--- src/uftp_pkg.sv ---
// Types, constants and the letter lookup of the UTF-8 field transcoder.
package uftp_pkg;

   localparam int BYTE_W = 8;
   localparam int FLEN_W = 7;
   localparam int CODE_W = 4;
   localparam int SKIP_W = 2;

   localparam logic [BYTE_W-1:0] ASCII_LIM = 8'h80;
   localparam logic [BYTE_W-1:0] LEAD_MIN  = 8'hC0;
   localparam logic [BYTE_W-1:0] LEAD3_MIN = 8'hE0;
   localparam logic [BYTE_W-1:0] LEAD4_MIN = 8'hF0;
   localparam logic [BYTE_W-1:0] PAD_TEXT  = 8'h20;
   localparam logic [BYTE_W-1:0] PAD_RAW   = 8'h30;

   localparam logic [SKIP_W-1:0] SKIP_NONE = 2'd0;
   localparam logic [SKIP_W-1:0] SKIP_ONE  = 2'd1;
   localparam logic [SKIP_W-1:0] SKIP_TWO  = 2'd2;

   localparam logic [CODE_W-1:0] CODE_MISS = 4'd0;

   // Commands from the controller to the datapath.
   typedef struct packed {
      logic load;   // take the accepted transaction
      logic pad;    // write one pad byte into the output register
   } uftp_cmd_type;

   // Status from the datapath to the controller.
   typedef struct packed {
      logic char_emit;   // the offered item produces a byte
      logic pad_after;   // the offered item is last and leaves the field short
      logic pad_end;     // the next pad byte completes the field
   } uftp_stat_type;

   // Two-byte letters and their single-byte codes; a miss returns CODE_MISS.
   function automatic logic [CODE_W-1:0] letter_code(input logic [BYTE_W-1:0] lead,
                                                     input logic [BYTE_W-1:0] trail);
      logic [CODE_W-1:0] code;
      case ({lead, trail})
         16'hC387: code = 4'd1;
         16'hC3A7: code = 4'd2;
         16'hC49E: code = 4'd3;
         16'hC49F: code = 4'd4;
         16'hC4B0: code = 4'd5;
         16'hC4B1: code = 4'd6;
         16'hC396: code = 4'd7;
         16'hC3B6: code = 4'd8;
         16'hC59E: code = 4'd9;
         16'hC59F: code = 4'd10;
         16'hC39C: code = 4'd11;
         16'hC3BC: code = 4'd12;
         default:  code = CODE_MISS;
      endcase
      return code;
   endfunction

endpackage

--- src/uftp_if.sv ---
// Valid/ready channel interfaces for the input bytes and the output field.
interface uftp_req_if;
   import uftp_pkg::*;
   logic                valid;
   logic                ready;
   logic [BYTE_W-1:0]   in_byte;
   logic                carries_byte;
   logic                is_last;
   logic [FLEN_W-1:0]   field_len;
   logic                raw_mode;

   modport source (output valid, in_byte, carries_byte, is_last, field_len, raw_mode,
                   input ready);
   modport sink   (input valid, in_byte, carries_byte, is_last, field_len, raw_mode,
                   output ready);
endinterface

interface uftp_rsp_if;
   import uftp_pkg::*;
   logic                valid;
   logic                ready;
   logic [BYTE_W-1:0]   out_byte;
   logic                out_last;

   modport source (output valid, out_byte, out_last, input ready);
   modport sink   (input valid, out_byte, out_last, output ready);
endinterface

--- src/uftp_dp.sv ---
// Datapath: decoder state, byte counter, pad latch and the output register.
module uftp_dp #(
   parameter int MAX_FIELD_LEN = 64
) (
   input  logic                    clock,
   input  logic                    reset,
   input  uftp_pkg::uftp_cmd_type  cmd,
   output uftp_pkg::uftp_stat_type stat,
   input  logic [7:0]              in_byte,
   input  logic                    carries_byte,
   input  logic                    is_last,
   input  logic [6:0]              field_len,
   input  logic                    raw_mode,
   output logic [7:0]              out_byte,
   output logic                    out_last
);
   import uftp_pkg::*;

   localparam int CW = $clog2(MAX_FIELD_LEN + 1);
   localparam int LW = (CW > FLEN_W) ? CW : FLEN_W;

   logic [BYTE_W-1:0] pending_lead_ff, pending_lead_in;
   logic              lead_waiting_ff, lead_waiting_in;
   logic [SKIP_W-1:0] skip_left_ff, skip_left_in;
   logic [CW-1:0]     emitted_count_ff, emitted_count_in;
   logic [CW-1:0]     len_ff, len_in;
   logic [BYTE_W-1:0] pad_ff, pad_in;
   logic [BYTE_W-1:0] out_byte_ff, out_byte_in;
   logic              out_last_ff, out_last_in;

   logic [LW-1:0]     len_wide;
   logic [LW-1:0]     len_sat;
   logic [CW-1:0]     item_len;
   logic [CODE_W-1:0] code;
   logic              cand_valid;
   logic [BYTE_W-1:0] cand_byte;
   logic [BYTE_W-1:0] dec_lead;
   logic              dec_waiting;
   logic [SKIP_W-1:0] dec_skip;
   logic              char_emit;
   logic              char_last;
   logic [CW-1:0]     count_after;
   logic              pad_after;
   logic              pad_end;

   assign len_wide = LW'(field_len);
   assign len_sat  = (len_wide > LW'(MAX_FIELD_LEN)) ? LW'(MAX_FIELD_LEN) : len_wide;
   assign item_len = CW'(len_sat);
   assign code     = letter_code(pending_lead_ff, in_byte);

   // Character decode for the offered item.
   always_comb begin
      dec_lead    = pending_lead_ff;
      dec_waiting = lead_waiting_ff;
      dec_skip    = skip_left_ff;
      cand_valid  = 1'b0;
      cand_byte   = in_byte;
      if (carries_byte) begin
         if (raw_mode) begin
            dec_waiting = 1'b0;
            dec_skip    = SKIP_NONE;
            cand_valid  = 1'b1;
         end else if (skip_left_ff != SKIP_NONE) begin
            dec_skip = skip_left_ff - SKIP_ONE;
         end else if (lead_waiting_ff) begin
            dec_waiting = 1'b0;
            if (code != CODE_MISS) begin
               cand_valid = 1'b1;
               cand_byte  = BYTE_W'(code);
            end else if (pending_lead_ff >= LEAD4_MIN) begin
               dec_skip = SKIP_TWO;
            end else if (pending_lead_ff >= LEAD3_MIN) begin
               dec_skip = SKIP_ONE;
            end else begin
               dec_skip = SKIP_NONE;
            end
         end else if (in_byte < ASCII_LIM) begin
            cand_valid = 1'b1;
         end else if ((in_byte >= LEAD_MIN) && !is_last) begin
            dec_lead    = in_byte;
            dec_waiting = 1'b1;
         end
      end
   end

   assign char_emit   = cand_valid && (emitted_count_ff < item_len);
   assign char_last   = (CW'(emitted_count_ff + 1'b1) == item_len);
   assign count_after = CW'(emitted_count_ff + CW'(char_emit));
   assign pad_after   = is_last && (count_after < item_len);
   assign pad_end     = (CW'(emitted_count_ff + 1'b1) == len_ff);

   assign stat.char_emit = char_emit;
   assign stat.pad_after = pad_after;
   assign stat.pad_end   = pad_end;

   always_comb begin
      pending_lead_in  = pending_lead_ff;
      lead_waiting_in  = lead_waiting_ff;
      skip_left_in     = skip_left_ff;
      emitted_count_in = emitted_count_ff;
      len_in           = len_ff;
      pad_in           = pad_ff;
      out_byte_in      = out_byte_ff;
      out_last_in      = out_last_ff;
      if (cmd.load) begin
         if (char_emit) begin
            out_byte_in = cand_byte;
            out_last_in = char_last;
         end
         if (is_last) begin
            // End of field: decoder state returns to zero, the counter only
            // survives while padding is still owed.
            pending_lead_in  = '0;
            lead_waiting_in  = 1'b0;
            skip_left_in     = SKIP_NONE;
            emitted_count_in = pad_after ? count_after : '0;
            len_in           = item_len;
            pad_in           = raw_mode ? PAD_RAW : PAD_TEXT;
         end else begin
            pending_lead_in  = dec_lead;
            lead_waiting_in  = dec_waiting;
            skip_left_in     = dec_skip;
            emitted_count_in = count_after;
         end
      end else if (cmd.pad) begin
         out_byte_in      = pad_ff;
         out_last_in      = pad_end;
         emitted_count_in = pad_end ? '0 : CW'(emitted_count_ff + 1'b1);
      end
   end

   always_ff @(posedge clock) begin
      if (reset) begin
         pending_lead_ff  <= '0;
         lead_waiting_ff  <= 1'b0;
         skip_left_ff     <= SKIP_NONE;
         emitted_count_ff <= '0;
      end else begin
         pending_lead_ff  <= pending_lead_in;
         lead_waiting_ff  <= lead_waiting_in;
         skip_left_ff     <= skip_left_in;
         emitted_count_ff <= emitted_count_in;
      end
   end

   always_ff @(posedge clock) begin
      len_ff      <= len_in;
      pad_ff      <= pad_in;
      out_byte_ff <= out_byte_in;
      out_last_ff <= out_last_in;
   end

   assign out_byte = out_byte_ff;
   assign out_last = out_last_ff;

endmodule

--- src/uftp_ctrl.sv ---
// Controller: input acceptance, pad sequencing and the output valid flag.
module uftp_ctrl (
   input  logic                    clock,
   input  logic                    reset,
   input  logic                    req_valid,
   output logic                    req_ready,
   output logic                    rsp_valid,
   input  logic                    rsp_ready,
   input  uftp_pkg::uftp_stat_type stat,
   output uftp_pkg::uftp_cmd_type  cmd
);
   import uftp_pkg::*;

   localparam logic ST_IDLE = 1'b0;
   localparam logic ST_PAD  = 1'b1;

   logic state_ff, state_in;
   logic rsp_valid_ff, rsp_valid_in;
   logic slot_free;
   logic emit;

   // The output register can take a new byte when empty or being drained.
   assign slot_free = !rsp_valid_ff || rsp_ready;
   assign req_ready = (state_ff == ST_IDLE) && slot_free;

   always_comb begin
      cmd      = '0;
      state_in = state_ff;
      emit     = 1'b0;
      case (state_ff)
         ST_IDLE: begin
            if (req_valid && req_ready) begin
               cmd.load = 1'b1;
               emit     = stat.char_emit;
               if (stat.pad_after) begin
                  state_in = ST_PAD;
               end
            end
         end
         ST_PAD: begin
            if (slot_free) begin
               cmd.pad = 1'b1;
               emit    = 1'b1;
               if (stat.pad_end) begin
                  state_in = ST_IDLE;
               end
            end
         end
         default: begin
            state_in = ST_IDLE;
         end
      endcase
   end

   assign rsp_valid_in = emit || (rsp_valid_ff && !rsp_ready);

   always_ff @(posedge clock) begin
      if (reset) begin
         state_ff     <= ST_IDLE;
         rsp_valid_ff <= 1'b0;
      end else begin
         state_ff     <= state_in;
         rsp_valid_ff <= rsp_valid_in;
      end
   end

   assign rsp_valid = rsp_valid_ff;

endmodule

--- src/utf8_field_transcoder_padder.sv ---
// A byte produced by an accepted input transaction is in the output register in the next cycle.
// Throughput: one input transaction per cycle while the output drains and no padding is owed; stalls hold the input.
// A last transaction that leaves the field short is followed by pad bytes, each written when
// the single output register has room, until the field is full; input is held meanwhile.
// Reset is synchronous and active high; it clears the decoder state, counter and valid.
// No clearing pass is needed after reset.
module utf8_field_transcoder_padder #(
   parameter int MAX_FIELD_LEN = 64
) (
   input logic         clock,
   input logic         reset,
   uftp_req_if.sink    req_chan,
   uftp_rsp_if.source  rsp_chan
);
   import uftp_pkg::*;

   uftp_cmd_type  cmd;
   uftp_stat_type stat;

   uftp_ctrl u_ctrl (
      .clock     (clock),
      .reset     (reset),
      .req_valid (req_chan.valid),
      .req_ready (req_chan.ready),
      .rsp_valid (rsp_chan.valid),
      .rsp_ready (rsp_chan.ready),
      .stat      (stat),
      .cmd       (cmd)
   );

   uftp_dp #(
      .MAX_FIELD_LEN (MAX_FIELD_LEN)
   ) u_dp (
      .clock        (clock),
      .reset        (reset),
      .cmd          (cmd),
      .stat         (stat),
      .in_byte      (req_chan.in_byte),
      .carries_byte (req_chan.carries_byte),
      .is_last      (req_chan.is_last),
      .field_len    (req_chan.field_len),
      .raw_mode     (req_chan.raw_mode),
      .out_byte     (rsp_chan.out_byte),
      .out_last     (rsp_chan.out_last)
   );

endmodule

--- src/flat_wrapper.sv ---
// flat-port wrapper written by rule: the top's interface ports become plain ports
module utf8_field_transcoder_padder_flat import uftp_pkg::*;
#(
   parameter int MAX_FIELD_LEN = 64
)
  (clock, reset, req_chan_valid, req_chan_in_byte, req_chan_carries_byte, req_chan_is_last, req_chan_field_len, req_chan_raw_mode, req_chan_ready, rsp_chan_valid, rsp_chan_out_byte, rsp_chan_out_last, rsp_chan_ready);
  uftp_req_if req_chan_i ();
  uftp_rsp_if rsp_chan_i ();
  input logic clock;
  input logic reset;
  input wire logic [$bits(req_chan_i.valid)-1:0] req_chan_valid;
  input wire logic [$bits(req_chan_i.in_byte)-1:0] req_chan_in_byte;
  input wire logic [$bits(req_chan_i.carries_byte)-1:0] req_chan_carries_byte;
  input wire logic [$bits(req_chan_i.is_last)-1:0] req_chan_is_last;
  input wire logic [$bits(req_chan_i.field_len)-1:0] req_chan_field_len;
  input wire logic [$bits(req_chan_i.raw_mode)-1:0] req_chan_raw_mode;
  output wire logic [$bits(req_chan_i.ready)-1:0] req_chan_ready;
  output wire logic [$bits(rsp_chan_i.valid)-1:0] rsp_chan_valid;
  output wire logic [$bits(rsp_chan_i.out_byte)-1:0] rsp_chan_out_byte;
  output wire logic [$bits(rsp_chan_i.out_last)-1:0] rsp_chan_out_last;
  input wire logic [$bits(rsp_chan_i.ready)-1:0] rsp_chan_ready;
  assign req_chan_i.valid = req_chan_valid;
  assign req_chan_i.in_byte = req_chan_in_byte;
  assign req_chan_i.carries_byte = req_chan_carries_byte;
  assign req_chan_i.is_last = req_chan_is_last;
  assign req_chan_i.field_len = req_chan_field_len;
  assign req_chan_i.raw_mode = req_chan_raw_mode;
  assign req_chan_ready = req_chan_i.ready;
  assign rsp_chan_valid = rsp_chan_i.valid;
  assign rsp_chan_out_byte = rsp_chan_i.out_byte;
  assign rsp_chan_out_last = rsp_chan_i.out_last;
  assign rsp_chan_i.ready = rsp_chan_ready;
  utf8_field_transcoder_padder #(.MAX_FIELD_LEN(MAX_FIELD_LEN)) u_core (.clock(clock), .reset(reset), .req_chan(req_chan_i), .rsp_chan(rsp_chan_i));
endmodule
--- config.mk ---
export PLATFORM = sky130hd
export DESIGN_NAME = utf8_field_transcoder_padder_flat
export DESIGN_NICKNAME = d
export VERILOG_FILES = /design/src/uftp_pkg.sv /design/src/uftp_if.sv /design/src/uftp_dp.sv /design/src/uftp_ctrl.sv /design/src/utf8_field_transcoder_padder.sv /design/src/flat_wrapper.sv
export SDC_FILE = /design/constraint.sdc
export NUM_CORES = 1
export LEC_CHECK = 0
export BUFFER_PORTS_ARGS = -buffer_cell sky130_fd_sc_hd__clkbuf_2
export CAP_MARGIN = 5
export CORE_ASPECT_RATIO = 0.5
export CORE_MARGIN = 3
export CORE_UTILIZATION = 60
export DETAILED_ROUTE_END_ITERATION = 8
export PLACE_DENSITY_LB_ADDON = 0.25
export RECOVER_POWER = 100
export SYNTH_ARGS = -nofsm -noshare
export SYNTH_HDL_FRONTEND = slang
export SYNTH_SLANG_ARGS = --single-unit
--- constraint.sdc ---
create_clock -name clock -period 10.2 [get_ports clock]
set_clock_uncertainty 0.2 [all_clocks]
set_input_delay 2.04 -clock clock [delete_from_list [all_inputs] [get_ports clock]]
set_output_delay 2.04 -clock clock [all_outputs]
set_load 0.02 [all_outputs]
# Yosys cells after proc, flatten, opt, wreduce, memory -nomap -nowiden
# Index checks and enable logic that the tools add are counted.
# Widths: inputs -> output; s select.
word_totals:
  ff_bits: 44
  input_bits: 22
  output_inout_bits: 11
  word_cells: 122
op_classes:
  add_sub_neg: 3
  n_lt_le_gt_ge: 7
  n_eq_ne: 21
  muxes: 58
  bitwise_logic: 1
  reduce_logical: 22
ops:
  columns: ["operator", "count"]
  rows:
  - ["$eq 16x16->1 const B", 12]
  - ["$mux 8", 15]
  - ["$pmux 4 s12", 1]
  - ["$mux 7", 6]
  - ["$mux 1", 26]
  - ["$ge 8x8->1 const B", 3]
  - ["$eq 7x7->1", 2]
  - ["$lt 7x7->1", 2]
  - ["$mux 2", 7]
  - ["$ne 2x2->1 const B", 5]
  - ["$lt 8x8->1 const B", 1]
  - ["$reduce_bool 2->1", 4]
  - ["$reduce_bool 4->1", 2]
  - ["$add 7x1->7", 1]
  - ["$add 7x1->7 const B", 1]
  - ["$gt 7x7->1 const B", 1]
  - ["$reduce_and 7->1", 1]
  - ["$logic_and 1x1->1", 6]
  - ["$mux 5", 1]
  - ["$ne 4x4->1 const B", 1]
  - ["$pmux 1 s2", 2]
  - ["$reduce_and 2->1", 2]
  - ["$reduce_and 4->1", 1]
  - ["$logic_not 1->1", 3]
  - ["5 further kinds", 6]

# Logic depth before layout (Yosys ltp)
# Gate-level depths: netlist of run 1.
logic_depth:
  depth_word: 15
  mapped_depth: 23
  mapped_depth_nobuf: 22

# Modules after synthesis
# From an unflattened synthesis of run 1, not the netlist that was laid out.
hier_totals:
  hier_cells: 308
  area_unflattened_um2: 2871.5
modules_own_cells:
  columns: ["mod", "n_inst", "cells_per_inst", "area_each_um2", "seq_area_each_um2"]
  rows:
  - ["uftp_dp", 1, 296, 2763.9, 870.8]
  - ["uftp_ctrl", 1, 12, 107.6, 40.0]

# Worst setup path after synthesis of run 1
# Ideal clock, no wire load.
synth_timing:
  path_type: "input -> register"
  from: "input req_chan_in_byte[3]"
  to: "register u_core.u_dp.emitted_count_ff[0]"
  setup_ns: 0.086
  arrival_ns: 5.645
  required_time_ns: 9.914
  path_slack_ns: 4.269
  stages: 21
  n_path_buf: 2
  cell_sequence: "clkbuf_2 and4bb_2 nor3b_1 and3_1 a311o_2 nor3_2 o21a_4 inv_1 ha_1 ha_1 nand3_1 nor2_1 xor2_1 ha_1 o2111ai_1 a21oi_1 a2111oi_0 or2_2 buf_2 a221oi_1 a211oi_1"
synth_between:
  elab_chain_cells: 15
  word_cells_on_any_way: 28
  cone_classes: "add/sub (1); order compare (2); eq/ne (12); mux (10); reduce/logical (3)"
synth_lines:
  columns: ["element", "line_no", "source"]
  rows:
  - ["from (decl)", "flat_wrapper.sv:12", "input wire logic [$bits(req_chan_i.in_byte)-1:0] req_chan_in_byte;"]
  - ["$eq 16x16->1", "uftp_pkg.sv:39", "case ({lead, trail})"]
  - ["$pmux 4 s12", "uftp_pkg.sv:39", null]
  - ["$reduce_bool 4->1", "uftp_dp.sv:67", "if (code != CODE_MISS) begin"]
  - ["$mux 1", "uftp_dp.sv:67", null]
  - ["$mux 1 (*)", "uftp_dp.sv:65", "end else if (lead_waiting_ff) begin"]
  - ["$mux 1 (*)", "uftp_dp.sv:63", "end else if (skip_left_ff != SKIP_NONE) begin"]
  - ["$mux 1 (*)", "uftp_dp.sv:59", "if (raw_mode) begin"]
  - ["$mux 1 (*)", "uftp_dp.sv:58", "if (carries_byte) begin"]
  - ["$logic_and 1x1->1 (*)", "uftp_dp.sv:86", "assign char_emit = cand_valid && (emitted_count_ff < item_len);"]
  - ["$add 7x1->7 (*)", "uftp_dp.sv:88", "assign count_after = CW'(emitted_count_ff + CW'(char_emit));"]
  - ["$lt 7x7->1", "uftp_dp.sv:89", "assign pad_after = is_last && (count_after < item_len);"]
  - ["$logic_and 1x1->1", "uftp_dp.sv:89", null]
  - ["$mux 7", "uftp_dp.sv:116", "emitted_count_in = pad_after ? count_after : '0;"]
  - ["$mux 7 (*)", "uftp_dp.sv:110", "if (is_last) begin"]
  - ["$mux 7 (*)", "uftp_dp.sv:105", "if (cmd.load) begin"]
  - ["to (signal assigned)", "uftp_dp.sv:142", "emitted_count_ff <= emitted_count_in;"]
  - ["to (decl)", "uftp_dp.sv:25", "logic [CW-1:0] emitted_count_ff, emitted_count_in;"]
# Mark *: on every way between the ends. The rest lies on a longest branch, timed or not.
# A chain may end at the register's enable or synchronous reset.

# Final worst setup path of run 1
layout_timing:
  from: "input req_chan_field_len[6]"
  to: "register u_core.u_dp.emitted_count_ff[0]"
layout_between:
  elab_chain_cells: 10
layout_lines:
  columns: ["element", "line_no", "source"]
  rows:
  - ["from (decl)", "flat_wrapper.sv:15", "input wire logic [$bits(req_chan_i.field_len)-1:0] req_chan_field_len;"]
  - ["$gt 7x7->1", "uftp_dp.sv:47", "assign len_sat = (len_wide > LW'(MAX_FIELD_LEN)) ? LW'(MAX_FIELD_LEN) : len_wide;"]
  - ["$mux 7 (*)", "uftp_dp.sv:47", null]
  - ["$lt 7x7->1", "uftp_dp.sv:86", null]
  - ["$logic_and 1x1->1", "uftp_dp.sv:86", null]
  - ["$add 7x1->7", "uftp_dp.sv:88", null]
  - ["$lt 7x7->1", "uftp_dp.sv:89", null]
  - ["$logic_and 1x1->1", "uftp_dp.sv:89", null]
  - ["$mux 7", "uftp_dp.sv:116", null]
  - ["$mux 7 (*)", "uftp_dp.sv:110", null]
  - ["$mux 7 (*)", "uftp_dp.sv:105", null]
# Marked as above.

==> impl_metrics.ini, run 1 <==
[outcome]
status = complete, no violations

[setup_path]
cp-startpoint = req_chan_field_len[6]
endpoint = u_core.u_dp.emitted_count_ff[0]$_SDFFE_PP0P_
r2r_start = u_core.u_dp.pending_lead_ff[2]$_SDFFE_PP0P_
ff2ff_setup_slack_ns = 5.19
worstRegToRegCells = 19
crit_fanout = 8
critical_path_arrival_ns = 6.76
cp-end-kind = flip-flop
r2r-end = u_core.u_dp.emitted_count_ff[0]$_SDFFE_PP0P_
cp_data_required_time_ns = 10.21
worstSetupStartpointType = input pin
worstSetupPathType = input pin to flip-flop

[synth]
ys_warn_count = 0
netlist_instances = 319
synth.ff_latch_count = 37
ys_async_sr_fraction_pct = 0
yosysTopAreaCell = edfxtp_1
netlist_area_sq_um = 2730
yosysUniqueCellTypes = 59
yosys.area.top_type_share_pct = 18.7
synth_top_flop_cell = dfxtp_1
synth_area_leaders = edfxtp_1, dfxtp_1, ha_1, nor2_1, nand2_1
seq_area_frac_synth_pct = 33.4
avgSynthCellArea_sq_um = 8.54
postSynthNetCount = 358
synth_edf_count = 17

[timing]
timing.fmax_mhz = 148
report.final.slew_viol_count = 0
finalSetupViolCount = 0
tightest_slew_ns = 1.22
rsz0062_at_grt = false
relSlewSlack_pct = 17.5
post-route-period-util_pct = 66.2
setup_total_negative_slack_ns = 0
min_period_ns = 6.75
hold_violations = 0

[layout]
fillCellCount = 338
fin_nets = 383
layout_common_cells = nor2_1, nand2_1, dfxtp_1, a21oi_1, clkbuf_2
final_common_cell = nor2_1
areaGrowthSynthToFinish_pct = 8.03
diodes = 0
design_area_sq_um = 2940
drive_above_1_share_pct = 10.1

[power_and_ir_drop]
p_int_mw = 0.244
sw_frac_of_total_pct = 33.1
power.share.clock_pct = 28.8
netSwitchingPower_mw = 0.121
pwr-share-seq_pct = 47.9
p_leak_nw = 1.16
ir_drop_uv = 68.6
power_density_nw_per_um2 = 124
p_comb_share_pct = 23.3

[clock_network]
clockBufferDepth = 2
cts_sinks = 37
cts_max_level = 2
cts_hold_buf = 0
post_cts_buffers = 0
clockRootBuffer = clkbuf_8
cts_tree = done
post_cts_resized = 0
cts_made_buffers = 5
worstSkewPairLatency_ns = 0.29
clkSlewWorstSetupHoldPaths_ns = 0.08

[place]
gp_congestion = 0.994
io_buffers = 32
placed_area_sq_um = 2890
dp_hpwl_um = 5100

[route]
ant_nets = 0
drt_first_pass_iters = 4
wl_met1_um = 3020
vias = 2495
viasPerCell = 6.25
wl_um = 6770
route.met2.wl_um = 3210
drc = 0
route.met3.wl_um = 477
topRoutingLayerUsed = met4
drtIter0Drc = 121
routedWlPerCell_um = 17.0

[global_route]
antenna_found_initial = 0
grt_max_degree = 22
overflow = 0
grt_pass1_wl_um = 11300
grt_use_total_pct = 26.4
first_global_vias = 2419

[flow_run]
drv_cap = 0

[floorplanning]
placementRows = 16
io-pin-count = 33
start_util_pct = 66.1
die_h_um = 53.7
dieArea_sq_um = 5440
die_w_um = 101
core-area_sq_um = 4120

[worst_hold_path]
hp-class = flip-flop to flip-flop
==> through the flow <==
step	cells	power [mW]	util [%]	setup WS (ns)	hold WS (ns)
2_1_floorplan	319	0.236	-	4.27	0.280
3_3_place_gp	391	0.262	70.1	3.76	0.300
5_1_grt	399	0.385	71.4	3.09	0.364
4_1_cts	399	0.369	72.3	3.77	0.331
6_report	399	0.365	71.4	3.45	0.330
3_5_place_dp	391	0.264	70.1	3.51	0.312
==> worst min-delay path by stage <==
stage	start	endpoint	slack (ns)	cells past startpoint
5_1_grt	u_core.u_dp.pending_lead_ff[7]$_SDFFE_PP0P_	u_core.u_dp.pending_lead_ff[7]$_SDFFE_PP0P_	0.36	2
4_1_cts	u_core.u_dp.pending_lead_ff[7]$_SDFFE_PP0P_	u_core.u_dp.pending_lead_ff[7]$_SDFFE_PP0P_	0.33	2
6_report	u_core.u_dp.pending_lead_ff[7]$_SDFFE_PP0P_	u_core.u_dp.pending_lead_ff[7]$_SDFFE_PP0P_	0.33	2
2_1_floorplan	u_core.u_dp.pending_lead_ff[7]$_SDFFE_PP0P_	u_core.u_dp.pending_lead_ff[7]$_SDFFE_PP0P_	0.28	2
3_5_place_dp	u_core.u_dp.pending_lead_ff[7]$_SDFFE_PP0P_	u_core.u_dp.pending_lead_ff[7]$_SDFFE_PP0P_	0.31	2
3_3_place_gp	u_core.u_dp.pending_lead_ff[6]$_SDFFE_PP0P_	u_core.u_dp.pending_lead_ff[6]$_SDFFE_PP0P_	0.30	2
==> cells in the mapped netlist, drive strengths merged (2+ instances only) <==
cell type	instances
a221oi	3
and3	8
inv	13
xor2	8
a211oi	5
or4	2
clkbuf	9
and2	2
a21oi	19
buf	5
a32oi	2
a2111oi	2
o22ai	3
o21ai	19
nor3	10
or3b	4
nor3b	3
a31oi	3
dfxtp	20
nor2	35
nand2b	7
nand2	28
nand3b	2
nor4	6
a22oi	13
nor2b	4
a21o	2
and3b	2
nand4	3
edfxtp	17
nand3	9
nand4b	3
xnor2	11
ha	17
o31ai	2
nor4bb	2
o21a	4
o2111ai	2
==> state kept, by name, indices dropped and copies added, names as in the netlist <==
register / count
u_core.u_ctrl.rsp_valid: 1
u_core.u_dp.lead_waiting_ff: 1
u_core.u_dp.skip_left_ff: 2
u_core.u_dp.pending_lead_ff: 8
u_core.u_dp.len_ff: 7
u_core.u_dp.emitted_count_ff: 7
u_core.u_dp.out_last: 1
u_core.u_ctrl.state_ff: 1
u_core.u_dp.out_byte: 8
u_core.u_dp.pad_ff: 1
==> power groups by stage <==
stage | Sequential, mW | Combinational [mW] | Clock, mW
6_report | 0.175 | 0.0849 | 0.105
5_1_grt | 0.176 | 0.0954 | 0.114
4_1_cts | 0.174 | 0.0870 | 0.107
3_5_place_dp | 0.178 | 0.0862 | 0
3_3_place_gp | 0.177 | 0.0847 | 0
2_1_floorplan | 0.180 | 0.0567 | 0
==> cell families (layout without fill, tap and decap cells) <==
kind of cell	Yosys count	after routing	share of synthesized area (%)
flops	37	37	33.4
simple gates	134	134	27.0
compound gates	82	82	20.3
mux	1	1	0.367
xor+xnor	20	20	6.93
fa+ha+maj	17	17	7.81
buf+inv	28	54	4.13
==> final cells by class <==
type                       instances  area [sq um]  area share, %
clock inverter                     3          20.0          0.680
multi-input combinational        254          1680           57.1
timing repair buffer              32           143           4.84
sequential                        37           911           30.9
tap                               54          67.6           2.29
inverter                          14          52.6           1.78
clock buffer                       5          68.8           2.34
==> critical path, stage by stage <==
cell,delay [ns]
clkbuf_1,0.16
clkinv_1,0.26
nand2_1,0.25
ha_1,0.27
nor2b_1,0.14
o21ai_0,0.17
a21oi_1,0.10
o21ai_0,0.28
nand3_1,0.15
o21a_4,0.24
inv_1,0.05
ha_1,0.18
ha_1,0.15
nand3_1,0.11
nor2_1,0.17
xor2_1,0.21
ha_1,0.27
o2111ai_1,0.11
a21oi_1,0.06
a2111oi_0,0.55
or2_0,0.45
a221oi_1,0.17
a211oi_1,0.24
==> routing by layer <==
layer | global-route usage (%) | vias up
met5 | 0 | -
met3 | 7.12 | 10
met2 | 46.1 | 82
met1 | 32.7 | 1163
met4 | 7.51 | 0
li1 | - | 1240
Note: power is estimated with default switching activity, not from simulation.
==> run 2, diff against run 1 <==
--- a/config.mk
+++ b/config.mk
@@ -5,11 +5,12 @@
 export SDC_FILE = /design/constraint.sdc
 export NUM_CORES = 1
 export LEC_CHECK = 0
+export ABC_AREA = 1
 export BUFFER_PORTS_ARGS = -buffer_cell sky130_fd_sc_hd__clkbuf_2
 export CAP_MARGIN = 5
 export CORE_ASPECT_RATIO = 0.5
 export CORE_MARGIN = 3
-export CORE_UTILIZATION = 60
+export CORE_UTILIZATION = 59
 export DETAILED_ROUTE_END_ITERATION = 8
 export PLACE_DENSITY_LB_ADDON = 0.25
 export RECOVER_POWER = 100
==> constraint.sdc (replaced) <==
create_clock -name clock -period 6.6 [get_ports clock]
set_clock_uncertainty 0.2 [all_clocks]
set_input_delay 1.32 -clock clock [delete_from_list [all_inputs] [get_ports clock]]
set_output_delay 1.32 -clock clock [all_outputs]
set_load 0.02 [all_outputs]
==> run 2 against run 1 <==
Against the previous run: routed wire length down 0.33%; combinational power up 130%; synthesized cell count is 20% higher; register-to-register slack got worse by 2.6 ns; cell count grew 18%; critical path type unchanged; largest cell class unchanged; largest power group unchanged.
==> impl_metrics.ini, run 2 <==
[timing]
post-route-period-util_pct = 76.7
relSlewSlack_pct = 37.4
timing.final.ws_setup_ns = 1.54
min_period_ns = 5.06
rsz0062_at_grt = false
hold_violations = 0
timing.fmax_mhz = 198
finalSetupViolCount = 0
tightest_slew_ns = 0.935
report.final.slew_viol_count = 0
setup_total_negative_slack_ns = 0

[clock_network]
clockRootBuffer = clkbuf_8
cts_tree = done
cts_made_buffers = 5
post_cts_resized = 0
cts_hold_buf = 0
clkSlewWorstSetupHoldPaths_ns = 0.08
post_cts_buffers = 0
clockBufferDepth = 2
cts_max_level = 2
cts_sinks = 37
worstSkewPairLatency_ns = 0.30

[setup_path]
worstSetupStartpointType = input pin
r2r_start = u_core.u_dp.emitted_count_ff[2]$_SDFFE_PP0P_
crit_buf_inv = 5
crit_top_cell = nand2_1
cp_data_required_time_ns = 6.64
r2r-end = u_core.u_dp.emitted_count_ff[5]$_SDFFE_PP0P_
cpPeakStageDelay_ns = 0.29
worstRegToRegCells = 23
crit_slowest_cell = ha_1
ff2ff_setup_slack_ns = 2.57
cp_num_cells = 26
cp-end-kind = flip-flop
worstSetupPathType = input pin to flip-flop
critPathTopFamily = simple AND/OR/NAND/NOR gates
crit_fanout = 7
critical_path_arrival_ns = 5.10

[synth]
synth.ff_latch_count = 37
synth_edf_count = 17
avgSynthCellArea_sq_um = 7.04
synthTopCellsByCount = nand2_1, inv_1, nor2_1
ys_async_sr_fraction_pct = 0
netlist_area_sq_um = 2710
yosys.area.top_type_share_pct = 18.9
yosysUniqueCellTypes = 33
seq_area_frac_synth_pct = 33.7
synth_top_flop_cell = dfxtp_1
yosysMostFrequentCell = nand2_1
synth_area_leaders = edfxtp_1, dfxtp_1, nand2_1, ha_1, inv_1
postSynthNetCount = 423
netlist_instances = 384
ys_warn_count = 0
yosysTopAreaCell = edfxtp_1

[worst_hold_path]
hold_depth = 2
hp-class = flip-flop to flip-flop
hold_end = u_core.u_dp.pending_lead_ff[6]$_SDFFE_PP0P_
holdCritStartpoint = u_core.u_dp.pending_lead_ff[6]$_SDFFE_PP0P_

[power_and_ir_drop]
netSwitchingPower_mw = 0.235
power.share.clock_pct = 29.2
p_int_mw = 0.437
p_leak_nw = 1.42
p_comb_share_pct = 28.6
power_density_nw_per_um2 = 226
sw_frac_of_total_pct = 35.0
ir_drop_uv = 103
pwr-share-seq_pct = 42.2

[layout]
final_common_cell = nand2_1
areaGrowthSynthToFinish_pct = 9.81
fin_nets = 454
drive_above_1_share_pct = 8.65
multiInputGateArea_sq_um = 1530
design_area_sq_um = 2970
final_util_pct = 71.7
diodes = 0
fin_cells = 470
fillCellCount = 391
seqCellArea_sq_um = 911
layout_common_cells = nand2_1, inv_1, nor2_1, nand3_1, a21oi_1

[route]
ant_nets = 0
viasPerCell = 5.64
drc = 0
drt_first_pass_iters = 5
routedWlPerCell_um = 14.4
vias = 2649
drtIter0Drc = 155
wl_um = 6750

[global_route]
grt_pass1_wl_um = 11000
grt_max_degree = 19
overflow = 0
antenna_found_initial = 0
grt_use_total_pct = 26.1
first_global_vias = 2438

[place]
place_worst_setup_slack_ns = 1.58
dp_hpwl_um = 5120
io_buffers = 32
placed_area_sq_um = 2890
gp_congestion = 0.943
placed_cells = 462

[floorplanning]
dieArea_sq_um = 5480
io-pin-count = 33
core-area_sq_um = 4140
start_util_pct = 65.3
die_h_um = 53.9
placementRows = 16
die_w_um = 102

[outcome]
status = complete, no violations

[flow_run]
drv_cap = 0
[run 2: changes by cell type in the layout (fill, tap and decap cells not counted), moves of 7 or more]
cell / before / now
xor2_1: 8 / 15
nand3_1: 8 / 36
a22oi_1: 13 / 0
inv_1: 13 / 53
a21oi_1: 19 / 30
nor2_1: 35 / 53
nand2b_1: 7 / 0
and3_1: 8 / 0
nand2_1: 28 / 83
[run 2: worst register-to-register path, delay by kind of cell (launching register included)]
family,cells,cell delay (ns)
and+or+nand+nor,11,1.43
DFF,1,0.54
buffers and inverters,3,0.15
xor gates and xnor gates,1,0.24
adders and majority gates,4,0.98
AOI/OAI and AO/OA,4,0.44
[run 2: layout make-up]
| class | count | area share, % |
|---|---|---|
| Sequential cell | 37 | 30.7 |
| Timing Repair Buffer | 32 | 4.80 |
| Clock inverter | 1 | 0.211 |
| Multi-Input combinational cell | 285 | 51.6 |
| Clock buffer | 7 | 3.62 |
| Inverter | 54 | 6.82 |
| Tap cell | 54 | 2.27 |
[run 2: logic make-up (layout without fill, tap and decap cells)]
group           Yosys count  in the layout  share of synthesized area (%)
buf+inv                  62             94                           9.11
xor+xnor                 22             22                           7.68
flops                    37             37                           33.7
fa+ha+maj                17             17                           7.86
compound gates           50             50                           9.76
simple gates            196            196                           31.9
[run 2: power by group through the flow]
| stage | clock network [mW] | logic (mW) | registers, mW |
|---|---|---|---|
| detailed placement | 0 | 0.189 | 0.289 |
| finish | 0.196 | 0.192 | 0.284 |
| global route | 0.208 | 0.215 | 0.286 |
| global placement | 0 | 0.184 | 0.288 |
| CTS | 0.197 | 0.193 | 0.283 |
| floorplan | 0 | 0.134 | 0.294 |
[run 2: worst max-delay path by stage]
| stage | start | slack (ns) | endpoint |
|---|---|---|---|
| 2_1_floorplan | req_chan_field_len[6] | 2.16 | u_core.u_dp.emitted_count_ff[3]$_SDFFE_PP0P_ |
| 6_report | req_chan_field_len[6] | 1.54 | u_core.u_dp.emitted_count_ff[5]$_SDFFE_PP0P_ |
| 3_3_place_gp | req_chan_in_byte[7] | 1.78 | u_core.u_dp.emitted_count_ff[2]$_SDFFE_PP0P_ |
| 5_1_grt | req_chan_field_len[6] | 1.24 | u_core.u_dp.emitted_count_ff[2]$_SDFFE_PP0P_ |
| 3_5_place_dp | req_chan_field_len[6] | 1.58 | u_core.u_dp.emitted_count_ff[5]$_SDFFE_PP0P_ |
| 4_1_cts | req_chan_field_len[6] | 1.72 | u_core.u_dp.emitted_count_ff[2]$_SDFFE_PP0P_ |
[run 2: metrics by stage]
step | hold slack [ns] | total power, mW
floorplan | 0.241 | 0.428
global placement | 0.249 | 0.472
detailed placement | 0.254 | 0.478
CTS | 0.266 | 0.674
global route | 0.290 | 0.709
finish | 0.263 | 0.673
[run 2: layer usage]
metal	vias to the layer above	GRT usage, %	share of wire (%)
met5	-	0	0
met4	0	9.93	2.1
met3	17	4.79	7.6
met2	122	46.1	47
met1	1196	32.4	43
li1	1314	-	-
==> run 3, diff against run 2 <==
--- a/config.mk
+++ b/config.mk
@@ -5,12 +5,12 @@
 export SDC_FILE = /design/constraint.sdc
 export NUM_CORES = 1
 export LEC_CHECK = 0
-export ABC_AREA = 1
+export ABC_AREA = 0
 export BUFFER_PORTS_ARGS = -buffer_cell sky130_fd_sc_hd__clkbuf_2
 export CAP_MARGIN = 5
 export CORE_ASPECT_RATIO = 0.5
 export CORE_MARGIN = 3
-export CORE_UTILIZATION = 59
+export CORE_UTILIZATION = 53
 export DETAILED_ROUTE_END_ITERATION = 8
 export PLACE_DENSITY_LB_ADDON = 0.25
 export RECOVER_POWER = 100
==> constraint.sdc (replaced) <==
create_clock -name clock -period 4.4 [get_ports clock]
set_clock_uncertainty 0.2 [all_clocks]
set_input_delay 0.88 -clock clock [delete_from_list [all_inputs] [get_ports clock]]
set_output_delay 0.88 -clock clock [all_outputs]
set_load 0.02 [all_outputs]
==> run 3 against run 2 <==
Against the previous run: the flow now finishes with violations (setup timing); sequential power rose by 39%; sequential cell count is the same; global-route usage grew 0.87 points; routed wire length is 26% higher; critical path depth shrank 5; via count rose by 9.5%; setup slack worse by 1.7 ns; clock-buffer cell count unchanged; non-clock buffer count increased by 58; clock power increased by 37%; design area is 23% higher; register-to-register slack got worse by 2.6 ns; critical endpoint is now u_core.u_dp.emitted_count_ff[4]$_SDFFE_PP0P_.
==> impl_metrics.ini, run 3 (synthesized netlist as in run 1, its figures left out) <==
[setup_path]
r2r_start = u_core.u_dp.pending_lead_ff[0]$_SDFFE_PP0P_
worstSetupStartpointType = input pin
ff2ff_setup_slack_ns = -0.03
worstSetupPathType = input pin to flip-flop
crit_slowest_cell = nor4b_1
cp-end-kind = flip-flop
crit_buf_inv = 5
r2r-end = u_core.u_dp.emitted_count_ff[4]$_SDFFE_PP0P_
critPathTopFamily = simple AND/OR/NAND/NOR gates
critical_path_arrival_ns = 4.56
worstRegToRegCells = 19
cpPeakStageDelay_ns = 0.38
cp_data_required_time_ns = 4.42
crit_fanout = 8
crit_chain = buf_6, buf_4, nor2_1, nor4b_1, a31oi_1, o21ai_2, nor3_4, o21a_4, inv_2, ha_4, ha_4, nand3_4, nor2_2, xor2_1, ha_1, buf_6, a2111oi_4, or2_4, buf_4, a22oi_2, a21oi_1

[route]
drt_first_pass_iters = 5
viasPerCell = 6.19
routedWlPerCell_um = 18.1
drtIter0Drc = 179
wl_um = 8510
drc = 0
ant_nets = 0
vias = 2901

[place]
placed_area_sq_um = 3370
io_buffers = 32
placed_cells = 452
gp_congestion = 0.929
dp_hpwl_um = 5980
place_worst_setup_slack_ns = -0.401

[timing]
tightest_slew_ns = 0.982
holdWs_ns = 0.331
report.final.slew_viol_count = 0
hold_violations = 0
rsz0062_at_grt = true
relSlewSlack_pct = 34.1
timing.final.ws_setup_ns = -0.141
timing.fmax_mhz = 220
min_period_ns = 4.54
finalSetupViolCount = 7
post-route-period-util_pct = 103

[floorplanning]
start_util_pct = 58.5
placementRows = 17
core-area_sq_um = 4660
die_w_um = 107
dieArea_sq_um = 6090
io-pin-count = 33
die_h_um = 56.7

[power_and_ir_drop]
p_leak_nw = 1.51
power.share.clock_pct = 27.9
sw_frac_of_total_pct = 32.7
p_comb_share_pct = 30.9
power_density_nw_per_um2 = 263
p_int_mw = 0.646
pwr-share-seq_pct = 41.1
netSwitchingPower_mw = 0.313
ir_drop_uv = 138

[layout]
final_common_cell = buf_4
diodes = 0
fin_nets = 441
drive_above_1_share_pct = 31.5
design_area_sq_um = 3650
layout_common_cells = buf_4, nor2_1, nand2_1, dfxtp_1, clkbuf_2
areaGrowthSynthToFinish_pct = 34.1
fin_cells = 469
fillCellCount = 326

[global_route]
first_global_vias = 2712
grt_pass1_wl_um = 13100
grt_max_degree = 22
antenna_found_initial = 0
overflow = 0
grt_use_total_pct = 27.0

[worst_hold_path]
hp-class = flip-flop to flip-flop
hold_end = u_core.u_dp.pending_lead_ff[6]$_SDFFE_PP0P_
holdCritStartpoint = u_core.u_dp.pending_lead_ff[6]$_SDFFE_PP0P_
hold_depth = 2

[clock_network]
cts_tree = done
cts_sinks = 37
clockBufferDepth = 2
worstSkewPairLatency_ns = 0.29
cts_max_level = 2
clockRootBuffer = clkbuf_8
cts_hold_buf = 0
clkSlewWorstSetupHoldPaths_ns = 0.08
cts_made_buffers = 5

[outcome]
status = finished, violations left
violations = setup timing

[flow_run]
drv_cap = 0
==> run 3: cell types whose count changed in the layout (fill, tap and decap cells not counted), moves of 7 or more <==
cell	previous run	this run
nand2_1	83	27
buf_4	0	52
inv_1	53	12
nand3_1	36	6
nor2_1	53	32
a21oi_1	30	15
a22oi_1	0	12
and3_1	0	8
xor2_1	15	8
==> run 3: layer usage <==
metal,wire (um),vias up,global-route usage (%),part of all wire [%]
met5,0,-,0,0
met3,677,34,5.05,8.0
met4,305,0,10.6,3.6
met1,3460,1364,33.8,41
li1,-,1351,-,-
met2,4070,152,46.0,48
==> run 3: stage by stage <==
stage,power [mW],setup TNS [ns],utilization (%)
after global placement,0.659,-1.04,72.4
after global routing,0.997,-1.59,78.4
after CTS,0.932,0,75.1
after floorplan,0.568,-0.194,-
after detailed placement,0.668,-2.31,72.4
final,0.960,-0.695,78.4
==> run 3: cell type report <==
class / count / area (sq um) / area share (%)
Multi-Input combinational cell: 254 / 1910 / 52.4
Sequential cell: 37 / 912 / 25.0
Timing Repair Buffer: 90 / 589 / 16.1
Clock buffer: 7 / 96.3 / 2.64
Tap cell: 66 / 82.6 / 2.26
Inverter: 14 / 55.1 / 1.51
Clock inverter: 1 / 5.00 / 0.137
==> run 3: what timing repair did <==
item | CTS | global route
setup buffers | 1 | 8
hold endpoints to repair | 0 | 0
setup endpoints to repair | 6 | 8
gates resized for setup | 3 | 37
pin swaps | 4 | 20
==> run 3: worst register-to-register path, cell delays in order, from the launching register on <==
cell	delay, ns
dfxtp_1	0.36
or3b_1	0.39
or4_4	0.47
nor4_4	0.26
a311o_2	0.19
nor3_4	0.06
o21a_4	0.21
inv_2	0.06
ha_4	0.14
ha_4	0.14
nand3_4	0.10
nor2_2	0.15
xor2_1	0.22
ha_1	0.30
buf_6	0.13
a2111oi_4	0.36
or2_4	0.28
buf_4	0.14
a22oi_2	0.05
a21oi_1	0.16
==> run 3: how the worst max path moves through the flow <==
stage | start | to | depth (start not counted)
after detailed placement | req_chan_field_len[6] | u_core.u_dp.emitted_count_ff[2]$_SDFFE_PP0P_ | 21
after global placement | req_chan_in_byte[0] | u_core.u_dp.emitted_count_ff[3]$_SDFFE_PP0P_ | 18
final | req_chan_in_byte[3] | u_core.u_dp.emitted_count_ff[4]$_SDFFE_PP0P_ | 21
after CTS | req_chan_in_byte[0] | u_core.u_dp.emitted_count_ff[2]$_SDFFE_PP0P_ | 18
after floorplan | req_chan_in_byte[3] | u_core.u_dp.emitted_count_ff[0]$_SDFFE_PP0P_ | 21
after global routing | req_chan_in_byte[3] | u_core.u_dp.emitted_count_ff[4]$_SDFFE_PP0P_ | 21
==> run 3: power groups by stage <==
stage,combinational (mW),clock [mW],sequential [mW]
3_5_place_dp,0.266,0,0.402
2_1_floorplan,0.150,0,0.418
4_1_cts,0.269,0.269,0.394
5_1_grt,0.318,0.282,0.397
3_3_place_gp,0.258,0,0.401
6_report,0.297,0.268,0.394
